<file path="config.mk">
export PLATFORM = sky130hd
export DESIGN_NAME = sorted_priority_queue_flat
export DESIGN_NICKNAME = d
export VERILOG_FILES = /design/src/hdl/spq_pkg.sv /design/src/hdl/spq_stream_if.sv /design/src/hdl/spq_ram.sv /design/src/hdl/sorted_priority_queue.sv /design/src/flat_wrapper.sv
export SDC_FILE = /design/constraint.sdc
export NUM_CORES = 1
export LEC_CHECK = 0
export ABC_CLOCK_PERIOD_IN_PS = 9000
export BUFFER_PORTS_ARGS = -buffer_cell sky130_fd_sc_hd__buf_4
export CAP_MARGIN = 10
export CORE_UTILIZATION = 55
export DETAILED_ROUTE_END_ITERATION = 8
export MAX_ROUTING_LAYER = met4
export PLACE_DENSITY_LB_ADDON = 0.12
export REMOVE_ABC_BUFFERS = 1
export SLEW_MARGIN = 20
export SYNTH_ARGS = -nofsm -noshare
export SYNTH_HDL_FRONTEND = slang
export SYNTH_SLANG_ARGS = --single-unit
</file>
<file path="constraint.sdc">
create_clock -name clk_i -period 9 [get_ports clk_i]
set_input_delay 2.7 -clock clk_i [delete_from_list [all_inputs] [get_ports clk_i]]
set_output_delay 2.7 -clock clk_i [all_outputs]
set_load 0.01 [all_outputs]
</file>
<file path="src/hdl/spq_pkg.sv">
// Package for the sorted priority queue: request/response payloads,
// command and status codes, sequencer states. No dependencies.
package spq_pkg;

  localparam int unsigned KeyBits   = 32;
  localparam int unsigned CountBits = 5;

  typedef enum logic {
    CMD_INSERT = 1'b0,
    CMD_REMOVE = 1'b1
  } spq_cmd_e;

  typedef enum logic [1:0] {
    STAT_OK    = 2'd0,
    STAT_FULL  = 2'd1,
    STAT_EMPTY = 2'd2
  } spq_status_e;

  typedef enum logic [2:0] {
    S_IDLE,
    S_INS,
    S_CMP,
    S_TOP,
    S_TOPCAP,
    S_DONE
  } spq_state_e;

  typedef struct packed {
    spq_cmd_e           cmd;
    logic [KeyBits-1:0] key;
  } spq_req_t;

  typedef struct packed {
    logic [KeyBits-1:0]   top_key;
    logic [CountBits-1:0] count;
    logic                 is_empty;
    spq_status_e          status;
  } spq_rsp_t;

endpackage

</file>
<file path="src/hdl/spq_stream_if.sv">
// Valid/ready channel carrying one request or response payload.
// Payload type comes from spq_pkg at instantiation.
interface spq_stream_if #(
  parameter type T = logic
);
  logic valid;
  logic ready;
  T     data;

  modport source (output valid, output data, input ready);
  modport sink   (input valid, input data, output ready);
endinterface

</file>
<file path="src/hdl/spq_ram.sv">
// Generic single-write, single-read RAM with registered read data.
// No dependencies.
module spq_ram #(
  parameter int unsigned WIDTH = 32,
  parameter int unsigned DEPTH = 16
) (
  input  logic                     clk_i,
  input  logic                     we_i,
  input  logic [$clog2(DEPTH)-1:0] waddr_i,
  input  logic [WIDTH-1:0]         wdata_i,
  input  logic                     re_i,
  input  logic [$clog2(DEPTH)-1:0] raddr_i,
  output logic [WIDTH-1:0]         rdata_o
);

  logic [WIDTH-1:0] mem [DEPTH];

  always_ff @(posedge clk_i) begin
    if (we_i) begin
      mem[waddr_i] <= wdata_i;
    end
    if (re_i) begin
      rdata_o <= mem[raddr_i];
    end
  end

endmodule

</file>
<file path="src/hdl/sorted_priority_queue.sv">
// Sorted max-priority queue: keys held descending in a circular RAM list.
// An insert shifts each stored key smaller than or equal to the new one down one place;
// a removal advances the head and reads the new top key if one is left; full/empty requests are dropped.
// One request at a time; each shift step is a RAM read followed by a compare/write.
// Reset empties the queue (count 0, head 0) and selects unsigned compare; RAM is not cleared.
module sorted_priority_queue #(
  parameter int unsigned CAPACITY  = 16,
  parameter int unsigned KEY_WIDTH = 32
) (
  input  logic          clk_i,
  input  logic          rst_ni,
  spq_stream_if.sink    req_i,
  spq_stream_if.source  rsp_o,
  input  logic          cfg_we_i,
  input  logic          cfg_wdata_i
);
  import spq_pkg::*;

  localparam int unsigned AW = (CAPACITY > 1) ? $clog2(CAPACITY) : 1;
  localparam int unsigned CW = $clog2(CAPACITY + 1);
  localparam logic [KEY_WIDTH-1:0] SignBit = KEY_WIDTH'(1) << (KEY_WIDTH - 1);

  function automatic logic [AW-1:0] phys(input logic [AW-1:0] head,
                                         input logic [AW-1:0] off);
    logic [AW:0] s;
    s = {1'b0, head} + {1'b0, off};
    if (s >= (AW+1)'(CAPACITY)) begin
      s = s - (AW+1)'(CAPACITY);
    end
    return s[AW-1:0];
  endfunction

  spq_state_e           state_q, state_d;
  logic [CW-1:0]        count_q, count_d;
  logic [AW-1:0]        head_q, head_d;
  logic [AW-1:0]        idx_q, idx_d;
  logic                 signed_q;
  logic                 rsp_valid_q, rsp_valid_d;
  logic [KEY_WIDTH-1:0] key_q, key_d;
  logic [KEY_WIDTH-1:0] top_q, top_d;
  spq_status_e          status_q, status_d;
  spq_rsp_t             rsp_q, rsp_d;

  logic                 ram_we, ram_re;
  logic [AW-1:0]        ram_waddr, ram_raddr;
  logic [KEY_WIDTH-1:0] ram_wdata, ram_rdata;
  logic [KEY_WIDTH-1:0] flip;
  logic                 key_ge;

  spq_ram #(
    .WIDTH(KEY_WIDTH),
    .DEPTH(CAPACITY)
  ) u_ram (
    .clk_i  (clk_i),
    .we_i   (ram_we),
    .waddr_i(ram_waddr),
    .wdata_i(ram_wdata),
    .re_i   (ram_re),
    .raddr_i(ram_raddr),
    .rdata_o(ram_rdata)
  );

  assign flip   = signed_q ? SignBit : '0;
  assign key_ge = (key_q ^ flip) >= (ram_rdata ^ flip);

  assign req_i.ready = (state_q == S_IDLE);
  assign rsp_o.valid = rsp_valid_q;
  assign rsp_o.data  = rsp_q;

  always_comb begin
    state_d     = state_q;
    count_d     = count_q;
    head_d      = head_q;
    idx_d       = idx_q;
    key_d       = key_q;
    top_d       = top_q;
    status_d    = status_q;
    rsp_d       = rsp_q;
    rsp_valid_d = rsp_valid_q && !rsp_o.ready;
    ram_we      = 1'b0;
    ram_waddr   = phys(head_q, idx_q);
    ram_wdata   = key_q;
    ram_re      = 1'b0;
    ram_raddr   = phys(head_q, idx_q - AW'(1));

    unique case (state_q)
      S_IDLE: begin
        if (req_i.valid) begin
          key_d    = KEY_WIDTH'(req_i.data.key);
          idx_d    = AW'(count_q);
          status_d = STAT_OK;
          if (req_i.data.cmd == CMD_INSERT) begin
            if (count_q == CW'(CAPACITY)) begin
              status_d = STAT_FULL;
              state_d  = S_DONE;
            end else begin
              state_d = S_INS;
            end
          end else begin
            if (count_q == '0) begin
              status_d = STAT_EMPTY;
              state_d  = S_DONE;
            end else begin
              head_d  = phys(head_q, AW'(1));
              count_d = count_q - CW'(1);
              state_d = (count_q == CW'(1)) ? S_DONE : S_TOP;
            end
          end
        end
      end
      S_INS: begin
        if (idx_q == '0) begin
          ram_we  = 1'b1;
          top_d   = key_q;
          count_d = count_q + CW'(1);
          state_d = S_DONE;
        end else begin
          ram_re  = 1'b1;
          state_d = S_CMP;
        end
      end
      S_CMP: begin
        ram_we = 1'b1;
        if (key_ge) begin
          ram_wdata = ram_rdata;
          idx_d     = idx_q - AW'(1);
          state_d   = S_INS;
        end else begin
          count_d = count_q + CW'(1);
          state_d = S_DONE;
        end
      end
      S_TOP: begin
        ram_re    = 1'b1;
        ram_raddr = head_q;
        state_d   = S_TOPCAP;
      end
      S_TOPCAP: begin
        top_d   = ram_rdata;
        state_d = S_DONE;
      end
      S_DONE: begin
        if (!rsp_valid_q || rsp_o.ready) begin
          rsp_valid_d    = 1'b1;
          rsp_d.top_key  = (count_q == '0) ? '0 : KeyBits'(top_q);
          rsp_d.count    = CountBits'(count_q);
          rsp_d.is_empty = (count_q == '0);
          rsp_d.status   = status_q;
          state_d        = S_IDLE;
        end
      end
      default: state_d = S_IDLE;
    endcase
  end

  always_ff @(posedge clk_i or negedge rst_ni) begin
    if (!rst_ni) begin
      state_q     <= S_IDLE;
      count_q     <= '0;
      head_q      <= '0;
      signed_q    <= 1'b0;
      rsp_valid_q <= 1'b0;
    end else begin
      state_q     <= state_d;
      count_q     <= count_d;
      head_q      <= head_d;
      rsp_valid_q <= rsp_valid_d;
      if (cfg_we_i) begin
        signed_q <= cfg_wdata_i;
      end
    end
  end

  always_ff @(posedge clk_i) begin
    idx_q    <= idx_d;
    key_q    <= key_d;
    top_q    <= top_d;
    status_q <= status_d;
    rsp_q    <= rsp_d;
  end

endmodule

</file>
<file path="src/flat_wrapper.sv">
// flat-port wrapper written by rule: the top's interface ports become plain ports
module sorted_priority_queue_flat import spq_pkg::*;
#(
  parameter int unsigned CAPACITY  = 16,
  parameter int unsigned KEY_WIDTH = 32
)
  (clk_i, rst_ni, cfg_we_i, cfg_wdata_i, req_i_valid, req_i_data, req_i_ready, rsp_o_valid, rsp_o_data, rsp_o_ready);
  spq_stream_if #(.T(spq_req_t)) req_i_i ();
  spq_stream_if #(.T(spq_rsp_t)) rsp_o_i ();
  input  logic clk_i;
  input  logic rst_ni;
  input  logic cfg_we_i;
  input  logic cfg_wdata_i;
  input wire logic [$bits(req_i_i.valid)-1:0] req_i_valid;
  input wire logic [$bits(req_i_i.data)-1:0] req_i_data;
  output wire logic [$bits(req_i_i.ready)-1:0] req_i_ready;
  output wire logic [$bits(rsp_o_i.valid)-1:0] rsp_o_valid;
  output wire logic [$bits(rsp_o_i.data)-1:0] rsp_o_data;
  input wire logic [$bits(rsp_o_i.ready)-1:0] rsp_o_ready;
  assign req_i_i.valid = req_i_valid;
  assign req_i_i.data = req_i_data;
  assign req_i_ready = req_i_i.ready;
  assign rsp_o_valid = rsp_o_i.valid;
  assign rsp_o_data = rsp_o_i.data;
  assign rsp_o_i.ready = rsp_o_ready;
  sorted_priority_queue #(.CAPACITY(CAPACITY), .KEY_WIDTH(KEY_WIDTH)) u_core (.clk_i(clk_i), .rst_ni(rst_ni), .req_i(req_i_i), .rsp_o(rsp_o_i), .cfg_we_i(cfg_we_i), .cfg_wdata_i(cfg_wdata_i));
endmodule
</file>
# After elaboration in Yosys (flattened, before gate mapping)
# Memories as Yosys holds them, arrays and structs flattened. A register that Yosys moved wholly into a read port is not among the register bits.
# Index checks and enable logic that the tools add are counted.
# Widths: inputs -> output; s select.
op_classes:
  add_sub_neg: 9
  mul: 0
  n_div: 0
  order_cmp: 4
  eq_ne: 14
  shift: 0
  mux: 38
  bitwise: 3
  n_reduce_logical: 17
ops:
  columns: ["operator", "n"]
  rows:
  - ["$mux 32", 4]
  - ["$pmux 32 s2", 1]
  - ["$xor 32x32->32", 2]
  - ["$ge 32x32->1", 1]
  - ["$mux 5", 5]
  - ["$mux 3", 8]
  - ["$mux 4", 6]
  - ["$pmux 3 s6", 1]
  - ["$sub 4x1->4 const B", 4]
  - ["$ge 5x5->1 const B", 3]
  - ["$pmux 5 s3", 1]
  - ["$add 4x4->5", 2]
  - ["$ne 2x2->1 const B", 4]
  - ["$pmux 4 s2", 1]
  - ["$reduce_and 2->1", 4]
  - ["$mux 1", 7]
  - ["$eq 3x2->1 const B", 2]
  - ["$eq 3x3->1 const B", 2]
  - ["$ne 2x1->1 const B", 3]
  - ["$reduce_and 6->1", 1]
  - ["$add 4x1->5 const B", 1]
  - ["$add 5x1->5 const B", 1]
  - ["$eq 5x1->1 const B", 1]
  - ["$eq 5x5->1 const B", 1]
  - ["15 further kinds", 19]
word_totals:
  reg_bits: 124
  latch_bits: 0
  ram_bits: 512
  romBits: 0
  inputBits: 39
  output_inout_bits: 42
  elab_cells: 99
  mem_count: 1
memory_table:
  columns: ["name", "depth", "word_bits", "read_ports", "rd_ports_with_merged_regs", "write_ports", "line", "source"]
  rows:
  - ["u_core.u_ram.mem", 16, 32, 1, 1, 1, "spq_ram.sv:16", "logic [WIDTH-1:0] mem [DEPTH];"]

# Depth between registers and ports, before layout
depth:
  depth_word: 6
  mapped_depth: 12
  depth_no_buf: 10

# Cells and area by module
# Synthesis repeated with hierarchy kept, for this count alone.
hier_totals:
  hier_cells: 1313
  area_unflattened_um2: 26648.1
by_module_without_submodules:
  columns: ["mod", "n_inst", "cells_each", "area_per_inst_um2", "seq_area_each_um2"]
  rows:
  - ["spq_ram", 1, 838, 20155.6, 16335.7]
  - ["sorted_priority_queue", 1, 475, 6492.5, 3653.5]

# Worst setup path before layout
# No wires, ideal clock.
synth_timing:
  path_kind: "input to register"
  startpoint: "input port rsp_o_ready"
  endpoint: "register u_core.rsp_q, in the netlist u_core.rsp_o.data[0], enable pin"
  arrival_ps: 4577
  t_required_ps: 8563
  setup_slack_ps: 3986
  stages: 3
  n_path_buf: 0
  cell_sequence: "nand2b_1 > nand2_1 > nor2_1"
synth_between:
  elab_chain_len: 2
synth_rtl:
  columns: ["item", "line", "source"]
  rows:
  - ["start: declaration", "flat_wrapper.sv:19", "input wire logic [$bits(rsp_o_i.ready)-1:0] rsp_o_ready;"]
  - ["$logic_or 1x1->1", "sorted_priority_queue.sv:143", "if (!rsp_valid_q || rsp_o.ready) begin"]
  - ["$reduce_and 2->1 (no source line)", null, null]
  - ["end signal: assignment", "sorted_priority_queue.sv:179", "rsp_q <= rsp_d;"]
  - ["end: declaration", "sorted_priority_queue.sv:42", "spq_rsp_t rsp_q, rsp_d;"]
# Every way passes these cells.
# A chain may end at the register's enable or synchronous reset.

# Worst setup path in the final report
layout_timing:
  startpoint: "register u_core.state_q[1]"
  endpoint: "output port req_i_ready"
layout_between:
  elab_chain_len: 1
layout_rtl:
  columns: ["item", "line", "source"]
  rows:
  - ["start: declaration", "sorted_priority_queue.sv:33", "spq_state_e state_q, state_d;"]
  - ["start signal: assignment", "sorted_priority_queue.sv:164", "state_q <= state_d;"]
  - ["$logic_not 3->1", "sorted_priority_queue.sv:66", "assign req_i.ready = (state_q == S_IDLE);"]
  - ["end: declaration", "flat_wrapper.sv:16", "output wire logic [$bits(req_i_i.ready)-1:0] req_i_ready;"]
# Every way passes these cells.

==> results.cfg <==
[logic_synthesis]
ys_seq_area_share_pct = 73.4
synth_xor_area_share_pct = 0.644
synth-edff-count = 654
yosys.area_share.adder_pct = 2.12
synth_top_area_share_pct = 72.2
muxShareOfSynthArea_pct = 11.0
synthSimpleGateAreaFrac_pct = 9.44
ys_types = 57
yosys.area.top_type = edfxtp_1
synth_area_mm2 = 0.0272
avgSynthCellArea_um2 = 16.4
synth_compound_area_share_pct = 1.28
synth_seq_cells = 668
synth_cells = 1656
async_flop_share_pct = 2.10
yosys_most_used_dff = edfxtp_1
yosys_warnings = 0
synth_top_family_by_area = multiplexers
synth_area_leaders = edfxtp_1 72%, mux4_2 5.3%, nand2_1 3.9%

[grt]
antenna_found_initial = 1
grt_remaining_overflow = 0
grt_use_total_pct = 26.9
grt_pass1_wl_um = 94300
grt_pass1_vias = 14600
grt_max_degree = 112

[job]
maxCapViolations = 0

[place]
gp_congestion = 0.793
dpl-instance-area_mm2 = 0.0287
io_buffers = 80
placed_cells = 2359
dp_hpwl_um = 33000

[worst_setup_path]
critPathArrivalTime_ns = 1.72
cp.required_ns = 6.30
crit_path_max_incr_delay_ns = 0.58
worst_setup_path_end_kind = primary output
r2r.worst_path.cells = 11
rr_endpoint = u_core.u_ram.rdata_o[8]
reg2reg_slack_ns = 4.99
crit_fanout = 13
cpLargestDelayFamily = flip-flops
critPathKind = flop to primary output
critPathSlowestCell = dfrtp_1
reg2reg_from = u_core.idx_q[1]
path_cells = nor3_1 -> buf_4
critPathBufInv = 1
startpoint_type = flop

[sta]
worst_pin_slew_ns = 0.943
max_freq_ghz = 0.226
drv_slew = 0
slew_headroom_pct = 37.1
fin_hold_ws_ns = 0.420
hold_viol = 0
finalCriticalPeriod_ns = 4.42
finalSetupViolCount = 0
fin_skew_ns = 0.0299
period_share_pct = 49.1
rsz0062_at_grt = no

[cts]
cts-root-buf = clkbuf_16
cts_tree = done
clk_pin_slew_worst_paths_ns = 0.06
postCtsSetupBuffers = 0
cts.sinks = 668
postCtsResizedCells = 0
clock_path_buffers = 3
ctsHoldBuffers = 0
clkLatencyLatePin_ns = 0.60
cts_buffers = 70
htree_num_levels = 3

[layout]
finalInstanceArea_mm2 = 0.0309
n_fill_cell = 3544
final_cells = 2484
synthToLayoutAreaGrowth_pct = 13.5
nets = 1851
postLayoutCoreUtil_pct = 63.2
drive_above_1_share_pct = 20.5

[floorplanning]
die-area_mm2 = 0.0504
die_x_um = 224
die_h_um = 224
start_util_pct = 55.7
core_area_mm2 = 0.0488
rows = 81
io_pins = 81

[routing]
drt_iter0_markers = 1578
wl_per_cell_um = 25.8
num_vias = 14900
wl_um = 64200
postRouteAntennaNets = 0
viasPerCell = 5.98
drc_errors = 0
drt_pre_antenna_iters = 6

[min_path]
holdPathEnd = u_core.rsp_o.data[1]
min_path_type = flop to flop
hp-start = u_core.status_q[1]
whs_path_depth = 0

[power]
ir_drop_uv = 436
power.density_mw_per_mm2 = 404
power_leakage_nw = 10.8

[status]
outcome = complete, no violations
-- placed cells by master (no fill, tap or decap), types with 3 or more instances in the layout --
cell type	instances
bufinv_16	3
mux2_4	32
a21oi_1	22
nor3b_1	3
nor2_4	21
mux2_2	36
mux4_2	64
xor2_1	10
clkbuf_16	74
and2_1	35
nand3_1	132
nand2b_1	6
inv_1	39
nand4_1	36
buf_4	113
and4_1	3
nor3_1	4
nand2_1	284
nor2_1	13
ha_1	43
o21ai_0	12
mux2i_1	66
clkinv_1	17
dfrtp_1	14
edfxtp_1	654
clkinv_2	7
clkbuf_1	16
xnor2_1	9
-- per-layer routing --
metal / GRT usage (%) / part of all wire [%]
met1: 37.1 / 42
met2: 42.1 / 49
met3: 4.25 / 7.4
met4: 7.64 / 2.4
met5: - / 0
-- logic make-up after synthesis --
group / Yosys count
buffers and inverters: 114
xor gates and xnor gates: 20
and+or+nand+nor: 555
muxes: 200
adders and majority gates: 45
DFF: 668
AOI/OAI and AO/OA: 54
-- through the flow --
step | power (mW) | setup TNS, ns | worst slack, ns
2_1_floorplan | 7.90 | -120.96 | -3.78
3_3_place_gp | 9.71 | 0 | 4.77
3_5_place_dp | 9.80 | 0 | 4.77
4_1_cts | 12.6 | 0 | 4.57
5_1_grt | 13.1 | 0 | 4.50
6_report | 12.5 | 0 | 4.58
-- where the power goes --
part | switching (mW) | leakage [nW] | internal [mW]
registers | 0.235 | 6.09 | 4.17
clock network | 1.16 | 1.06 | 1.60
logic | 3.33 | 3.67 | 2.00
-- worst register-to-register path, delay by kind of cell, from the launching register on --
family,cells,cell delay [ns]
buffers and inverters,4,1.37
and+or+nand+nor,3,0.58
muxes,2,0.57
DFF,1,0.42
adders and majority gates,2,0.80
-- worst max path at each step --
stage / from / end / slack, ns / cells after the start
2_1_floorplan: u_core.idx_q[0] / u_core.u_ram.rdata_o[0] / -3.78 / 6
3_3_place_gp: req_i_valid / u_core.head_q[3] / 4.77 / 6
3_5_place_dp: req_i_valid / u_core.head_q[3] / 4.77 / 6
4_1_cts: u_core.state_q[1] / req_i_ready / 4.57 / 2
5_1_grt: u_core.state_q[0] / req_i_ready / 4.50 / 2
6_report: u_core.state_q[1] / req_i_ready / 4.58 / 2
-- synth_stat cells (2+ instances only) --
| cell type | number |
|---|---|
| a2111oi_0 | 2 |
| a21o_1 | 2 |
| a21oi_1 | 22 |
| a221oi_1 | 2 |
| a31oi_1 | 2 |
| and2_1 | 35 |
| and4_1 | 3 |
| buf_2 | 29 |
| buf_4 | 3 |
| buf_6 | 10 |
| clkbuf_1 | 32 |
| dfrtp_1 | 14 |
| edfxtp_1 | 654 |
| fa_1 | 2 |
| ha_1 | 43 |
| inv_1 | 39 |
| mux2_2 | 38 |
| mux2_4 | 30 |
| mux2i_1 | 67 |
| mux4_2 | 64 |
| nand2_1 | 284 |
| nand2b_1 | 6 |
| nand3_1 | 132 |
| nand3b_1 | 2 |
| nand4_1 | 36 |
| nor2_1 | 33 |
| nor2_4 | 2 |
| nor2b_1 | 2 |
| nor3_1 | 5 |
| nor3b_1 | 3 |
| nor4_1 | 2 |
| nor4b_1 | 2 |
| o21ai_0 | 12 |
| xnor2_1 | 9 |
| xor2_1 | 11 |
-- state kept, by name (all words and copies together), names as in the netlist --
name and cells:
u_core.u_ram.mem 512, u_core.rsp_o.data 40, u_core.key_q 32, u_core.top_q 32, u_core.u_ram.rdata_o 32, u_core.count_q 5, u_core.head_q 4, u_core.idx_q 4
u_core.state_q 3, u_core.status_q 2, u_core.rsp_o.valid 1, u_core.signed_q 1
-- final cells by class --
| class | count | area [um2] | share of cell area [%] |
|---|---|---|---|
| tap | 664 | 831 | 2.69 |
| inverter | 39 | 146 | 0.474 |
| antenna | 2 | 5.00 | 0.0162 |
| sequential | 668 | 20000 | 64.7 |
| clock buffer | 92 | 1940 | 6.28 |
| timing repair buffer | 114 | 868 | 2.81 |
| multi-input combinational | 874 | 6890 | 22.3 |
| clock inverter | 31 | 230 | 0.745 |
(Power assumes the default switching activity.)
